--- src/hw/rtl/kps_pkg.sv ---
// ----------------------------------------------------------------------------
// kps_pkg
// Shared types and constants of the two-bank knob panel with soft takeover.
// ----------------------------------------------------------------------------
`default_nettype none

package kps_pkg;

	localparam int ADC_BITS_DEF = 12;  // converter sample width
	localparam int SCAN_W       = 16;  // scan period and tick counter width
	localparam int WIN_W        = 12;  // pickup window width
	localparam int CFG_AW       = 1;   // register index width
	localparam int CFG_DW       = 16;  // widest register
	localparam int NUM_KNOBS    = 4;
	localparam int GATED_KNOB   = 2;   // bank A knob three feeds the noise gate

	typedef enum logic [CFG_AW-1:0] {
		REG_SCAN_PERIOD   = 1'b0,
		REG_PICKUP_WINDOW = 1'b1
	} cfg_reg_t;

	// Control and status from the scan core to the top level.
	typedef struct packed {
		logic                 is_scan;  // this tick scans the panel
		logic                 bank;     // bank picked by the switch
		logic [NUM_KNOBS-1:0] caught;   // pickup flags after this tick
	} scan_status_t;

endpackage

`default_nettype wire

--- src/hw/rtl/knob_soft_takeover_two_bank.sv ---
// ----------------------------------------------------------------------------
// knob_soft_takeover_two_bank
// Two-bank knob panel with soft takeover: every scan_period ticks the bank
// switch and four knobs are scanned, stored values follow knobs once caught,
// and bank A knob three drives a noise-gated delay value.
// ----------------------------------------------------------------------------
//
//  channel  | dir | handshake          | payload
//  ---------+-----+--------------------+---------------------------------------
//  s_*      | in  | s_tvalid/s_tready  | s_tdata: switch, knobs one to four
//  m_*      | out | m_tvalid/m_tready  | m_tdata: mask + 8 values, m_tuser: bank
//  cfg_*    | in  | cfg_we             | cfg_addr: register, cfg_wdata: value
//
// One tick is accepted per cycle unless the input register stalls. A tick is
// held in the input register while the scan core decides pickup from it,
// and a scanning tick that advances is loaded into the output register,
// which offers its result on the m_* channel.
// Ticks that do not scan produce no transfer. A scanning tick waits in the
// input register only while the output register holds an untaken result.
// Reset clears the counter, bank, flags and all stored values; the first tick
// after reset scans.
// ----------------------------------------------------------------------------
`default_nettype none

module knob_soft_takeover_two_bank import kps_pkg::*; #(
	parameter int ADC_BITS = ADC_BITS_DEF
) (
	input  wire logic                clk,
	input  wire logic                arst_n,
	input  wire logic                s_tvalid,
	output logic                     s_tready,
	// switch_sample, knob_one, knob_two, knob_three, knob_four; zero padded
	input  wire logic [((5*ADC_BITS+7)/8)*8-1:0] s_tdata,
	output logic                     m_tvalid,
	input  wire logic                m_tready,
	// caught_mask, tempo, scale, delay, feedback, envelope, phaser_rate,
	// phaser_feedback, volume; zero padded
	output logic [((4+8*ADC_BITS+7)/8)*8-1:0] m_tdata,
	// bank_select
	output logic                     m_tuser,
	input  wire logic                cfg_we,
	input  wire logic [CFG_AW-1:0]   cfg_addr,
	input  wire logic [CFG_DW-1:0]   cfg_wdata
);

	localparam int IN_W  = ((5*ADC_BITS+7)/8)*8;
	localparam int OUT_W = ((4+8*ADC_BITS+7)/8)*8;
	localparam int VAL_W = 4 + 8*ADC_BITS;

	// Configuration registers
	logic [SCAN_W-1:0] scan_period_q;
	logic [WIN_W-1:0]  pickup_window_q;

	always_ff @(posedge clk or negedge arst_n) begin
		if (!arst_n) begin
			scan_period_q   <= SCAN_W'(1);
			pickup_window_q <= WIN_W'(32);
		end else if (cfg_we) begin
			case (cfg_reg_t'(cfg_addr))
				REG_SCAN_PERIOD:   scan_period_q   <= cfg_wdata[SCAN_W-1:0];
				REG_PICKUP_WINDOW: pickup_window_q <= cfg_wdata[WIN_W-1:0];
				default: ;
			endcase
		end
	end

	// Input register
	logic            valid_s1;
	logic [IN_W-1:0] data_s1;
	logic            advance;
	scan_status_t    status;

	// Take the held tick unless it scans and the output slot holds an untaken result.
	assign advance = valid_s1 && (!status.is_scan || !m_tvalid || m_tready);

	kps_in_stage #(
		.W(IN_W)
	) u_in (
		.clk      (clk),
		.arst_n   (arst_n),
		.s_tvalid (s_tvalid),
		.s_tready (s_tready),
		.s_tdata  (s_tdata),
		.advance  (advance),
		.valid_s1 (valid_s1),
		.data_s1  (data_s1)
	);

	// Unpack the tick
	logic [ADC_BITS-1:0] switch_sample;
	logic [ADC_BITS-1:0] knob [NUM_KNOBS];

	assign switch_sample = data_s1[ADC_BITS-1:0];
	for (genvar k = 0; k < NUM_KNOBS; k++) begin : g_unpack
		assign knob[k] = data_s1[(k+1)*ADC_BITS +: ADC_BITS];
	end

	// Scan core
	logic [ADC_BITS-1:0] bank_a_next [NUM_KNOBS];
	logic [ADC_BITS-1:0] bank_b_next [NUM_KNOBS];
	logic [ADC_BITS-1:0] gated_next;

	kps_scan_core #(
		.ADC_BITS(ADC_BITS)
	) u_core (
		.clk           (clk),
		.arst_n        (arst_n),
		.go            (advance),
		.switch_sample (switch_sample),
		.knob          (knob),
		.scan_period   (scan_period_q),
		.pickup_window (pickup_window_q),
		.status        (status),
		.bank_a_next   (bank_a_next),
		.bank_b_next   (bank_b_next),
		.gated_next    (gated_next)
	);

	// Output register: bank A knob three is replaced by the gated delay value.
	logic [VAL_W-1:0] result;
	logic             load_out;

	assign result = {bank_b_next[3], bank_b_next[2], bank_b_next[1], bank_b_next[0],
		bank_a_next[3], gated_next, bank_a_next[1], bank_a_next[0], status.caught};
	assign load_out = advance && status.is_scan;

	always_ff @(posedge clk or negedge arst_n) begin
		if (!arst_n) begin
			m_tvalid <= 1'b0;
		end else if (load_out) begin
			m_tvalid <= 1'b1;
		end else if (m_tready) begin
			m_tvalid <= 1'b0;
		end
	end

	always_ff @(posedge clk) begin
		if (load_out) begin
			m_tdata <= OUT_W'(result);
			m_tuser <= status.bank;
		end
	end

`ifndef SYNTHESIS
	// Never overwrite a result that is still waiting for its transfer.
	assert property (@(posedge clk) disable iff (!arst_n)
		!(load_out && m_tvalid && !m_tready))
		else $error("output result overwritten while stalled");

	// A scanning tick that advances shows up at the output next cycle.
	assert property (@(posedge clk) disable iff (!arst_n)
		load_out |=> m_tvalid)
		else $error("scan result not presented");

	// Input side stalls only while a tick is held.
	assert property (@(posedge clk) disable iff (!arst_n)
		!s_tready |-> valid_s1)
		else $error("input stalled with empty input register");
`endif

endmodule

`default_nettype wire

--- src/hw/rtl/kps_in_stage.sv ---
// ----------------------------------------------------------------------------
// kps_in_stage
// Input register: captures one tick from the slave stream and holds it until
// the scan core takes it.
// ----------------------------------------------------------------------------
`default_nettype none

module kps_in_stage import kps_pkg::*; #(
	parameter int W = 64
) (
	input  wire logic         clk,
	input  wire logic         arst_n,
	input  wire logic         s_tvalid,
	output logic              s_tready,
	input  wire logic [W-1:0] s_tdata,
	input  wire logic         advance,   // core takes the held tick this cycle
	output logic              valid_s1,
	output logic [W-1:0]      data_s1
);

	assign s_tready = !valid_s1 || advance;

	always_ff @(posedge clk or negedge arst_n) begin
		if (!arst_n) begin
			valid_s1 <= 1'b0;
		end else if (s_tready) begin
			valid_s1 <= s_tvalid;
		end
	end

	always_ff @(posedge clk) begin
		if (s_tready && s_tvalid) begin
			data_s1 <= s_tdata;
		end
	end

endmodule

`default_nettype wire

--- src/hw/rtl/kps_scan_core.sv ---
// ----------------------------------------------------------------------------
// kps_scan_core
// Panel state (tick counter, bank, pickup flags, stored knob values, gated
// delay) and the combinational pickup decision for the held tick.
// ----------------------------------------------------------------------------
`default_nettype none

module kps_scan_core import kps_pkg::*; #(
	parameter int ADC_BITS = ADC_BITS_DEF
) (
	input  wire logic                clk,
	input  wire logic                arst_n,
	input  wire logic                go,            // commit this tick
	input  wire logic [ADC_BITS-1:0] switch_sample,
	input  wire logic [ADC_BITS-1:0] knob [NUM_KNOBS],
	input  wire logic [SCAN_W-1:0]   scan_period,
	input  wire logic [WIN_W-1:0]    pickup_window,
	output scan_status_t             status,
	output logic [ADC_BITS-1:0]      bank_a_next [NUM_KNOBS],
	output logic [ADC_BITS-1:0]      bank_b_next [NUM_KNOBS],
	output logic [ADC_BITS-1:0]      gated_next
);

	localparam int CMP_W = (ADC_BITS > WIN_W) ? ADC_BITS : WIN_W;

	logic [SCAN_W-1:0]    tick_q;
	logic                 last_bank_q;
	logic [NUM_KNOBS-1:0] flags_q;
	logic [ADC_BITS-1:0]  bank_a_q [NUM_KNOBS];
	logic [ADC_BITS-1:0]  bank_b_q [NUM_KNOBS];
	logic [ADC_BITS-1:0]  gated_q;

	logic                 bank;
	logic [NUM_KNOBS-1:0] flag_base;
	logic [NUM_KNOBS-1:0] caught;
	logic [ADC_BITS-1:0]  gate_dist;
	logic                 gate_move;

	// Switch at or above half scale selects bank B.
	assign bank      = switch_sample[ADC_BITS-1];
	assign flag_base = (bank != last_bank_q) ? '0 : flags_q;

	for (genvar k = 0; k < NUM_KNOBS; k++) begin : g_knob
		logic [ADC_BITS-1:0] held;
		logic [ADC_BITS-1:0] knob_dist;

		assign held = bank ? bank_b_q[k] : bank_a_q[k];
		assign knob_dist = (knob[k] >= held) ? (knob[k] - held) : (held - knob[k]);
		assign caught[k] = flag_base[k] ||
			(CMP_W'(knob_dist) <= CMP_W'(pickup_window));

		assign bank_a_next[k] = (!bank && caught[k]) ? knob[k] : bank_a_q[k];
		assign bank_b_next[k] = ( bank && caught[k]) ? knob[k] : bank_b_q[k];
	end

	assign gate_dist = (knob[GATED_KNOB] >= gated_q) ?
		(knob[GATED_KNOB] - gated_q) : (gated_q - knob[GATED_KNOB]);
	assign gate_move = !bank && caught[GATED_KNOB] &&
		(CMP_W'(gate_dist) > CMP_W'(pickup_window));
	assign gated_next = gate_move ? knob[GATED_KNOB] : gated_q;

	assign status.is_scan = (tick_q <= SCAN_W'(1));
	assign status.bank    = bank;
	assign status.caught  = caught;

	always_ff @(posedge clk or negedge arst_n) begin
		if (!arst_n) begin
			tick_q      <= '0;
			last_bank_q <= 1'b0;
			flags_q     <= '0;
			gated_q     <= '0;
			for (int k = 0; k < NUM_KNOBS; k++) begin
				bank_a_q[k] <= '0;
				bank_b_q[k] <= '0;
			end
		end else if (go) begin
			if (status.is_scan) begin
				tick_q      <= scan_period;
				last_bank_q <= bank;
				flags_q     <= caught;
				gated_q     <= gated_next;
				for (int k = 0; k < NUM_KNOBS; k++) begin
					bank_a_q[k] <= bank_a_next[k];
					bank_b_q[k] <= bank_b_next[k];
				end
			end else begin
				tick_q <= tick_q - SCAN_W'(1);
			end
		end
	end

endmodule

`default_nettype wire

--- config.mk ---
export PLATFORM = sky130hd
export DESIGN_NAME = knob_soft_takeover_two_bank
export DESIGN_NICKNAME = d
export VERILOG_FILES = /design/src/hw/rtl/kps_pkg.sv /design/src/hw/rtl/knob_soft_takeover_two_bank.sv /design/src/hw/rtl/kps_in_stage.sv /design/src/hw/rtl/kps_scan_core.sv
export SDC_FILE = /design/constraint.sdc
export NUM_CORES = 1
export LEC_CHECK = 0
export BUFFER_PORTS_ARGS = -buffer_cell sky130_fd_sc_hd__buf_2
export CAP_MARGIN = 20
export CELL_PAD_IN_SITES_DETAIL_PLACEMENT = 1
export CELL_PAD_IN_SITES_GLOBAL_PLACEMENT = 2
export CORE_MARGIN = 4
export CORE_UTILIZATION = 37
export DETAILED_ROUTE_END_ITERATION = 7
export PLACE_DENSITY_LB_ADDON = 0.1
export SETUP_SLACK_MARGIN = 0.15
export SLEW_MARGIN = 10
export SYNTH_ARGS = -nofsm -noshare
export SYNTH_HDL_FRONTEND = slang
export SYNTH_HIERARCHICAL = 1
export SYNTH_SLANG_ARGS = --single-unit
--- constraint.sdc ---
create_clock -name clk -period 6.3 [get_ports clk]
set_clock_uncertainty 0.1 [all_clocks]
set_input_delay 0.945 -clock clk [delete_from_list [all_inputs] [get_ports clk]]
set_output_delay 0.945 -clock clk [all_outputs]
set_load 0.03 [all_outputs]
Word level (Yosys, flattened, before mapping)
Index checks and enable logic that the tools add are counted.
{"block": "op_classes", "addsub": 11, "n_reduce_logical": 28, "mux": 21, "n_bitwise": 1, "n_eq_ne": 1, "magnitude_cmp": 11}
{"cell": "12-bit two-way mux", "n": 17}
{"cell": "12-bit subtractor", "n": 10}
{"cell": "12-bit >= comparator", "n": 5}
{"cell": "12-bit less-or-equal comparator", "n": 4}
{"cell": "16-bit by 1-bit less-or-equal comparator with 1-bit output (second input constant)", "n": 1}
{"cell": "16-bit two-way mux", "n": 1}
{"cell": "16-bit by 1-bit subtractor with 16-bit output (second input constant)", "n": 1}
{"cell": "12-bit > comparator", "n": 1}
{"cell": "1-bit logical AND", "n": 12}
{"cell": "1-bit logical OR", "n": 7}
{"cell": "2-bit AND reduction", "n": 3}
{"cell": "1-bit zero test", "n": 4}
{"cell": "4-bit two-way mux", "n": 1}
{"cell": "3-bit AND reduction", "n": 1}
{"cell": "1-bit two-way mux", "n": 2}
{"cell": "2-bit nonzero test", "n": 1}
{"cell": "1-bit inequality test", "n": 1}
{"cell": "1-bit inverter", "n": 1}
{"block": "word_totals", "elab_cells": 92, "ff_bits": 320, "output_inout_bits": 107, "in_bits": 86}

Depth between registers and ports, before layout
Gate-level depths: netlist (run 1).
{"block": "logic_depth", "depth_word": 8, "depth_mapped": 27}

Cells and area by module
The synthesis (run 1) kept the hierarchy.
{"module": "kps_scan_core", "n_inst": 1, "cells_per_inst": 1551, "seq_area_each_um2": 3228.1, "area_each_um2": 13948.4}
{"module": "knob_soft_takeover_two_bank", "n_inst": 1, "cells_per_inst": 173, "seq_area_each_um2": 3761.1, "area_each_um2": 4235.3}
{"module": "kps_in_stage", "n_inst": 1, "cells_per_inst": 68, "seq_area_each_um2": 1946.9, "area_each_um2": 1975.6}

Worst setup path before layout (run 1)
Ideal clock, no wire load.
{"block": "synth_path", "path_kind": "register -> register", "startpoint": "register u_in.data_s1[11]", "endpoint": "register m_tdata[17], data pin", "slack_ns": -0.073, "arrival_time_ns": 6.013, "stages_incl_launch_ff": 26, "synth_period_minus_slack_ns": 6.373, "n_path_buf": 7, "t_required_ns": 5.940, "path_cell_list": "edfxtp_1 buf_2 clkbuf_1 clkbuf_1 buf_1 mux2i_1 inv_1 ha_1 clkbuf_1 and4_1 nand2_1 o221ai_1 a21o_1 buf_2 mux2_1 o221ai_1 o21ai_1 xnor2_1 ha_1 a21o_1 a21oi_1 nor2b_1 o41a_1 nor2_1 buf_2 mux2_2"}
{"item": "from (decl)", "line_no": "kps_in_stage.sv:18", "rtl": "output logic [W-1:0] data_s1"}
{"item": "from (signal assigned)", "line_no": "kps_in_stage.sv:33", "rtl": "data_s1 <= s_tdata;"}
{"item": "to (signal assigned)", "line_no": "knob_soft_takeover_two_bank.sv:139", "rtl": "m_tdata <= OUT_W'(result);"}
{"item": "to (decl)", "line_no": "knob_soft_takeover_two_bank.sv:38", "rtl": "output logic [((4+8*ADC_BITS+7)/8)*8-1:0] m_tdata,"}

==> impl_metrics.ini, run 1 <==
[global_routing]
grt_busiest_layer = met2
gr-usage-met3 = 0.0281
grt_pass1_vias = 15000
track_usage = 0.192
overflow = 0
grt_use_met2 = 0.328
antenna_found_initial = 1
grt_max_degree = 122
grt_first_pass_wirelength_um = 86000
grt_util_met1 = 0.256

[layout]
instances_no_fill = 2688
area_growth_pct = 16.8
nets = 2243
n_fill_cell = 5717
drive_above_1_share = 0.267

[setup_path]
required_ns = 6.48
setup.worst_path.start_class = flip-flop
path_buf_inv = 4
cp_data_arrival_time_ns = 6.08
crit_chain = buf_12, buf_4, mux2i_1, inv_1, ha_1, and4_1, a211oi_2, o22ai_2, o31a_1, buf_4, o221ai_1, mux2_2, nor3_1, ha_1, a21o_1, a21oi_1, nor2b_1, o41a_1, nand2b_2, o21ai_0
critPathTopFamily = compound AO/OA/AOI/OAI gates
crit_path_top_delay_cell = o21ai_0
critPathKind = reg2reg
cp_max_fo = 21
end_kind = flip-flop
critPathMaxStageDelay_ns = 0.49

[timing]
setup_viol = 0
fin_ws_ns = 0.401
fin_tns_setup_ns = 0
min_period_ns = 5.90
maxSlewViolCount = 0
finalHoldViolations = 0
tightestPinTransition_ns = 0.922
slew-limit-headroom = 0.385
max_clock_freq_ghz = 0.170
fin_crit_sh = 0.936
rsz0062_at_grt = no

[cts]
htree_levels = 2
cts_made_buffers = 37
cts_hold_buffers = 0
clockRootBuffer = clkbuf_16
cts.path.max_buffers = 3
path_clk_slew_ns = 0.06
cts_tree = built
cts_sinks = 309
clk-insertion-delay-late_ns = 0.56

[detailed_routing]
drc = 0
routed_wirelength_um = 54800
wl_per_cell_um = 20.4
firstDrtPassIters = 4
ant_nets = 0
drt_iter0_drc = 551
vias = 13983
viasPerCell = 5.20

[floorplanning]
top_level_ports = 193
die_h_um = 238
rows = 84
die_w_um = 238
start_util = 0.373
coreArea_mm2 = 0.0524
die-area_mm2 = 0.0566

[place]
dp_hpwl_um = 40100
dp.cells = 2615
finalWeightedCongestion = 0.849
dp_slack_ns = 0.133
io_buffers = 173

[power_and_ir_drop]
total_leakage_power_nw = 10.9
ir_worst_vdd_v = 0.000160
power_per_cell_area_mw_per_mm2 = 288

[run]
drv_cap = 0

[synthesis]
netlist_area_mm2 = 0.0196
synth_warnings = 6
syn_avg_cell_area_um2 = 11.1
synth_cells = 1763

[min_path]
hold_class = in2async

[outcome]
outcome = completed
## path summary, 6_finish.rpt
kind | from | end | slack, ns | cells past startpoint
max | u_in/data_s1[11] | m_tdata[53] | 0.40 | 20
min | arst_n | u_core/bank_b_q[19] | 0.20 | 1
max reg2reg | u_in/data_s1[11] | m_tdata[53] | 0.40 | 20
min reg2reg | u_core/tick_q[5] | u_core/tick_q[5] | 0.40 | 2
max in group asynchronous | arst_n | u_core/bank_a_q[11] | 4.72 | 2
min in group clk | u_core/tick_q[5] | u_core/tick_q[5] | 0.40 | 2
## cells in the final DEF (no fill, tap or decap), types with 10 or more instances in the layout
cell type and count:
mux2_2 177, ha_1 174, buf_2 172, inv_1 162
dfrtp_1 157, edfxtp_1 150, a21oi_1 113, nand2_1 111
mux2i_1 99, o21ai_0 71, nor2_1 61, buf_4 51
a21o_1 43, clkbuf_16 39, xnor2_1 31, nand3_1 26
nand4_1 21, nor2b_1 18, a31oi_1 15, o21a_1 14
xor2_1 14, nor3_1 14, mux2_4 13, a211oi_1 13
o211ai_1 11, nand2b_1 10, clkbuf_1 10, fa_1 10
## worst register-to-register path: stages, from the launching register on
cell and delay, ns:
edfxtp_1 0.38, buf_12 0.23, buf_4 0.24, mux2i_1 0.24, inv_1 0.06, ha_1 0.39
and4_1 0.21, a211oi_2 0.25, o22ai_2 0.14, o31a_1 0.34, buf_4 0.20, o221ai_1 0.25
mux2_2 0.37, nor3_1 0.28, ha_1 0.31, a21o_1 0.18, a21oi_1 0.13, nor2b_1 0.06
o41a_1 0.47, nand2b_2 0.30, o21ai_0 0.49
## state kept, by name, indices dropped and copies added (netlist names)
register            cells
u_core/last_bank_q      1
m_tdata               100
scan_period_q          16
pickup_window_q        12
u_core/bank_b_q        48
m_tuser                 1
m_tvalid                1
u_core/flags_q          4
u_in/data_s1           49
u_in/valid_s1           1
u_core/tick_q          16
u_core/bank_a_q        48
u_core/gated_q         12
## what timing repair did
| item | 4_1_cts | 5_1_grt |
|---|---|---|
| buffers inserted | 0 | 4 |
| setup endpoints to repair | 13 | 186 |
| resized for setup | 2 | 30 |
| pin swaps | 0 | 5 |
## routing by layer
layer  share of wire  up-vias
met5         0.00024        -
met3           0.034       64
met4           0.021        2
met1            0.46     6925
met2            0.49      196
li1                -     6796
## where the power goes
group          internal (mW)  switching (mW)  total (mW)
logic                  0.828            1.08        1.91
registers               2.33           0.149        2.48
clock network           1.31           0.877        2.18
## through the flow
step	cell area, µm²	hold WS (ns)	util	total power [mW]
floorplan	19600	0.346	-	3.79
global placement	21400	0.366	0.409	4.34
detailed placement	21400	0.390	0.409	4.40
CTS	22700	0.183	0.432	6.63
global route	22900	0.208	0.436	7.00
finish	22900	0.199	0.436	6.57
## layout make-up
class | instances | area, µm² | area share
sequential | 309 | 8490 | 0.371
multi-input combinational | 1226 | 10300 | 0.449
clock inverter | 15 | 160 | 0.00701
inverter | 163 | 612 | 0.0268
timing repair buffer | 233 | 1400 | 0.0614
clock buffer | 53 | 1070 | 0.0468
tap | 688 | 861 | 0.0377
antenna | 1 | 2.50 | 0.000109
No activity file was read; power rests on OpenSTA's default activity.
==> run 2: changes to the inputs <==
--- a/config.mk
+++ b/config.mk
@@ -7,10 +7,10 @@
 export LEC_CHECK = 0
 export BUFFER_PORTS_ARGS = -buffer_cell sky130_fd_sc_hd__buf_2
 export CAP_MARGIN = 20
-export CELL_PAD_IN_SITES_DETAIL_PLACEMENT = 1
-export CELL_PAD_IN_SITES_GLOBAL_PLACEMENT = 2
+export CELL_PAD_IN_SITES_DETAIL_PLACEMENT = 0
+export CELL_PAD_IN_SITES_GLOBAL_PLACEMENT = 1
 export CORE_MARGIN = 4
-export CORE_UTILIZATION = 37
+export CORE_UTILIZATION = 42
 export DETAILED_ROUTE_END_ITERATION = 7
 export PLACE_DENSITY_LB_ADDON = 0.1
 export SETUP_SLACK_MARGIN = 0.15
==> run 2 against run 1 <==
Net effect:
- register-to-register slack improved by 0.05 ns
- clock power decreased by 9.2%
- via count decreased by 0.41%
- die area decreased by 12%
- critical endpoint is now m_tdata[9]
- largest cell class unchanged
- highest routed layer unchanged
==> impl_metrics.ini, run 2 (synthesis results as in run 1) <==
[outcome]
outcome = completed

[setup_path]
worstRegToRegCells = 23
crit_path_top_delay_cell = o41a_1
end_kind = flip-flop
critPathMaxStageDelay_ns = 0.45
setup.worst_path.start_class = flip-flop
cp_max_fo = 12
required_ns = 6.49
crit_chain = buf_12, mux2i_1, inv_1, ha_1, inv_1, fa_1, a21o_1, a211oi_1, o22ai_1, o31a_1, buf_4, buf_4, o221ai_1, mux2_2, nor3_1, ha_1, a21o_1, a21oi_1, nor2b_1, o41a_1, nor2_1, buf_12, mux2_2
cp_data_arrival_time_ns = 6.04
critPathKind = reg2reg
r2r_slack_ns = 0.45

[layout]
instances_no_fill = 2599
regMostFlops = m_tdata
antenna_cells = 0
final_util = 0.495
final_common_cell = mux2_2
drive_above_1_share = 0.264
largest_reg_flops = 100
n_fill_cell = 4243
multiInputGateArea_mm2 = 0.0102
top_regs = m_tdata (100), u_in/data_s1 (49)
nets = 2246
area_growth_pct = 15.6
mostFrequentLayoutCells = mux2_2 (177), ha_1 (173), buf_2 (172)
final-seq-area_mm2 = 0.00849

[timing]
min_period_ns = 5.85
slew-limit-headroom = 0.287
fin_tns_setup_ns = 0
max_clock_freq_ghz = 0.171
fin_crit_sh = 0.929
hold_ws_ns = 0.198
maxSlewViolCount = 0
finalHoldViolations = 0
tightestPinTransition_ns = 1.07
fin_ws_ns = 0.450
setup_viol = 0
rsz0062_at_grt = no

[global_routing]
grt_pass1_vias = 13901
antenna_found_initial = 1
grt_first_pass_wirelength_um = 79300
track_usage = 0.199
overflow = 0
grt_max_degree = 71

[floorplanning]
die_h_um = 224
die-area_mm2 = 0.0501
start_util = 0.428
rows = 78
die_w_um = 224
top_level_ports = 193
coreArea_mm2 = 0.0457

[detailed_routing]
firstDrtPassIters = 5
drc = 0
drt_iter0_drc = 811
wl_per_cell_um = 19.7
routed_wirelength_um = 51100
viasPerCell = 5.36
vias = 13925
ant_nets = 0

[place]
io_buffers = 173
dp.cells = 2528
dp_hpwl_um = 36600
dp_slack_ns = 0.179
finalWeightedCongestion = 0.872

[cts]
htree_levels = 2
cts_hold_buffers = 0
path_clk_slew_ns = 0.06
cts.path.max_buffers = 3
clk-insertion-delay-late_ns = 0.55
cts_tree = built
cts_sinks = 309
cts_made_buffers = 35
clockRootBuffer = clkbuf_16

[power_and_ir_drop]
ir_worst_vdd_v = 0.000218
internal-power_mw = 4.31
switching_power_mw = 2.02
total_leakage_power_nw = 10.9
combPwrFrac = 0.296
seqPwrFrac = 0.391
power_per_cell_area_mw_per_mm2 = 280
p_sw_frac = 0.319
clockPowerShare = 0.313

[min_path]
hold_class = in2async

[run]
drv_cap = 0
-- run 2: critical path, delay by kind of cell, from the launching register on --
family                   cells  cell delay (ns)
AND/OR/NAND/NOR              3             0.50
adder cells (fa/ha/maj)      3             0.86
buffers and inverters        6             0.80
AO/OA/AOI/OAI                8             2.02
multiplexers                 3             0.86
flip-flops                   1             0.44
-- run 2: cell type report --
type | instances | share of cell area
Tap cell | 600 | 0.0332
Clock buffer | 46 | 0.0437
Clock inverter | 17 | 0.00492
Inverter | 163 | 0.0270
Sequential cell | 309 | 0.375
Multi-Input combinational cell | 1226 | 0.451
Timing Repair Buffer | 238 | 0.0645
-- run 2: routing by layer --
layer,share of wire,up-vias,track usage
li1,-,6791,-
met1,0.47,6842,0.279
met2,0.47,230,0.331
met3,0.038,60,0.0263
met4,0.018,2,0.0477
met5,0.00025,-,0
-- run 2: power groups by stage --
stage               Combinational [mW]  Sequential (mW)  Clock, mW
detailed placement                1.84             2.51          0
global placement                  1.81             2.51          0
global route                      2.11             2.50       2.13
finish                            1.88             2.48       1.98
CTS                               1.86             2.47       2.06
floorplan                         1.32             2.47          0
-- run 2: stage by stage --
step           power (mW)  area [µm²]
2_1_floorplan        3.79       19600
5_1_grt              6.73       22600
6_report             6.33       22600
4_1_cts              6.39       22500
3_3_place_gp         4.32       21400
3_5_place_dp         4.35       21400
-- run 2: timing repair --
item / in CTS / in global routing
pin swaps: 0 / 2
setup endpoints to repair: 6 / 186
gates cloned: 0 / 1
resized for setup: 1 / 18
buffers inserted: 0 / 7
-- run 2: worst paths after layout --
path / end / from
min in group clk: u_core/tick_q[5] / u_core/tick_q[5]
hold reg to reg: u_core/tick_q[5] / u_core/tick_q[5]
max in group asynchronous: u_core/bank_b_q[8] / arst_n
setup reg to reg: m_tdata[9] / u_in/data_s1[11]
setup / recovery: m_tdata[9] / u_in/data_s1[11]
hold / removal: u_core/bank_a_q[19] / arst_n
==> run 3: changes to the inputs <==
--- a/config.mk
+++ b/config.mk
@@ -5,14 +5,16 @@
 export SDC_FILE = /design/constraint.sdc
 export NUM_CORES = 1
 export LEC_CHECK = 0
+export ABC_CLOCK_PERIOD_IN_PS = 6300
 export BUFFER_PORTS_ARGS = -buffer_cell sky130_fd_sc_hd__buf_2
 export CAP_MARGIN = 20
 export CELL_PAD_IN_SITES_DETAIL_PLACEMENT = 0
 export CELL_PAD_IN_SITES_GLOBAL_PLACEMENT = 1
-export CORE_MARGIN = 4
+export CORE_MARGIN = 2
 export CORE_UTILIZATION = 42
 export DETAILED_ROUTE_END_ITERATION = 7
 export PLACE_DENSITY_LB_ADDON = 0.1
+export RECOVER_POWER = 100
 export SETUP_SLACK_MARGIN = 0.15
 export SLEW_MARGIN = 10
 export SYNTH_ARGS = -nofsm -noshare
==> run 3 against run 2 <==
Net effect:
- the flow now finishes with violations (capacitance limit, slew limit)
- combinational power about the same
- final cell count rose by 0.19%
- sequential cell count stayed put
- first-iteration DRC count down 11%
- via count is 0.27% lower
- critical endpoint is now m_tdata[26]
- highest routed layer unchanged
==> impl_metrics.ini, run 3 (synthesis results as in run 1) <==
[outcome]
outcome = finished with violations
violations = capacitance limit, slew limit

[floorplanning]
top_level_ports = 193
die_h_um = 220
start_util = 0.423
coreArea_mm2 = 0.0463
die-area_mm2 = 0.0483
die_w_um = 220
rows = 79

[detailed_routing]
met1_length_um = 23800
drt_iter0_drc = 725
wl_met3_um = 2020
firstDrtPassIters = 5
ant_nets = 0
wl_met2_um = 23500
drc = 0
vias = 13887
routed_wirelength_um = 50300
wl_per_cell_um = 19.3
viasPerCell = 5.33
highest_layer = met5

[setup_path]
required_ns = 6.50
cp_max_fo = 16
path_buf_inv = 5
reg2reg_from = u_in/data_s1[11]
critPathTopFamily = compound AO/OA/AOI/OAI gates
r2r_slack_ns = 0.34
reg2reg_to = m_tdata[26]
setup.worst_path.start_class = flip-flop
cpMostUsedCell = a21o_1
path_depth = 23
end_kind = flip-flop
crit_path_top_delay_cell = o41a_1
cp_data_arrival_time_ns = 6.16
critPathMaxStageDelay_ns = 0.48
critPathKind = reg2reg
worstRegToRegCells = 23
crit_chain = buf_12, buf_12, mux2i_1, inv_1, ha_1, inv_1, fa_1, a21o_1, a211oi_2, o221ai_1, a21o_1, mux2_1, o221ai_2, o21ai_1, xnor2_1, ha_1, a21o_1, a21oi_1, nor2b_1, o41a_1, nor2_4, clkbuf_4, mux2_2

[timing]
slew-limit-headroom = -1.97
max_clock_freq_ghz = 0.168
setup_viol = 0
fin_ws_ns = 0.341
finalHoldViolations = 0
fin_crit_sh = 0.946
rsz0062_at_grt = yes
tightestPinTransition_ns = 4.45
min_period_ns = 5.96
fin_tns_setup_ns = 0
maxSlewViolCount = 244

[layout]
final_common_cell = mux2_2
n_fill_cell = 4394
antenna_cells = 0
mostFrequentLayoutCells = mux2_2 (183), ha_1 (177), inv_1 (162)
area_growth_pct = 14.7
largest_reg_flops = 100
nets = 2243
multiInputGateArea_mm2 = 0.0102
top_regs = m_tdata (100), u_in/data_s1 (49)
regMostFlops = m_tdata
final-seq-area_mm2 = 0.00849
drive_above_1_share = 0.207

[cts]
cts_tree = built
clockRootBuffer = clkbuf_16
htree_levels = 2
cts_hold_buffers = 0
cts_sinks = 309
cts_made_buffers = 36
path_clk_slew_ns = 0.06
cts.path.max_buffers = 3
clk-insertion-delay-late_ns = 0.56

[global_routing]
antenna_found_initial = 1
grt_pass1_vias = 13879
overflow = 0
grt_first_pass_wirelength_um = 78000
grt_max_degree = 74
track_usage = 0.208

[min_path]
min_from = u_core/tick_q[5]
hold_class = reg2reg
hold_depth = 2
hold_end = u_core/tick_q[5]

[place]
dp_slack_ns = 0.299
io_buffers = 173
dp_hpwl_um = 36200
finalWeightedCongestion = 0.872

[power_and_ir_drop]
power_per_cell_area_mw_per_mm2 = 284
ir_worst_vdd_v = 0.000210
total_leakage_power_nw = 10.5

[run]
drv_cap = 5
-- run 3: worst max path at each step --
stage,start,endpoint
global route,u_in/data_s1[11],m_tdata[39]
CTS,u_in/data_s1[11],m_tdata[99]
finish,u_in/data_s1[11],m_tdata[26]
detailed placement,u_in/data_s1[11],u_core/bank_a_q[12]
global placement,u_in/data_s1[11],u_core/bank_a_q[22]
floorplan,u_in/data_s1[11],m_tdata[17]
-- run 3: final cells by class --
cell class,count,area share
clock inverters,9,0.00385
clock buffers,56,0.0462
multi-input cells,1226,0.454
flip-flops and latches,309,0.378
inverters,163,0.0273
repair buffers,234,0.0563
well taps,607,0.0339
-- run 3: what timing repair did --
| item | in CTS | in global routing |
|---|---|---|
| setup endpoints to repair | 0 | 155 |
| buffers inserted | 0 | 4 |
| resized for setup | 0 | 30 |
-- run 3: where the power goes --
| part | switching, mW | total, mW | internal, mW |
|---|---|---|---|
| Combinational | 1.05 | 1.87 | 0.822 |
| Clock | 0.843 | 2.02 | 1.18 |
| Sequential | 0.142 | 2.48 | 2.33 |
-- run 3: per-layer routing --
layer	vias up	global-route usage
met5	-	0
met4	2	0.0490
met3	60	0.0338
met2	239	0.342
met1	6777	0.288
li1	6809	-
-- run 3: tightest hold or removal path, delay by kind of cell, from the launching register on --
kind               cells  cell delay [ns]
DFF                    1             0.34
AOI/OAI and AO/OA      1             0.06
and+or+nand+nor        1             0.05
-- run 3: through the flow --
| step | total power [mW] | hold slack [ns] | utilization | cell area, µm² | std cells |
|---|---|---|---|---|---|
| 6_report | 6.37 | 0.392 | 0.485 | 22400 | 2604 |
| 5_1_grt | 6.78 | 0.419 | 0.485 | 22400 | 2604 |
| 4_1_cts | 6.41 | 0.344 | 0.486 | 22500 | 2599 |
| 3_5_place_dp | 4.35 | 0.380 | 0.462 | 21400 | 2534 |
| 3_3_place_gp | 4.31 | 0.363 | 0.462 | 21400 | 2534 |
| 2_1_floorplan | 3.79 | 0.346 | - | 19600 | 1766 |
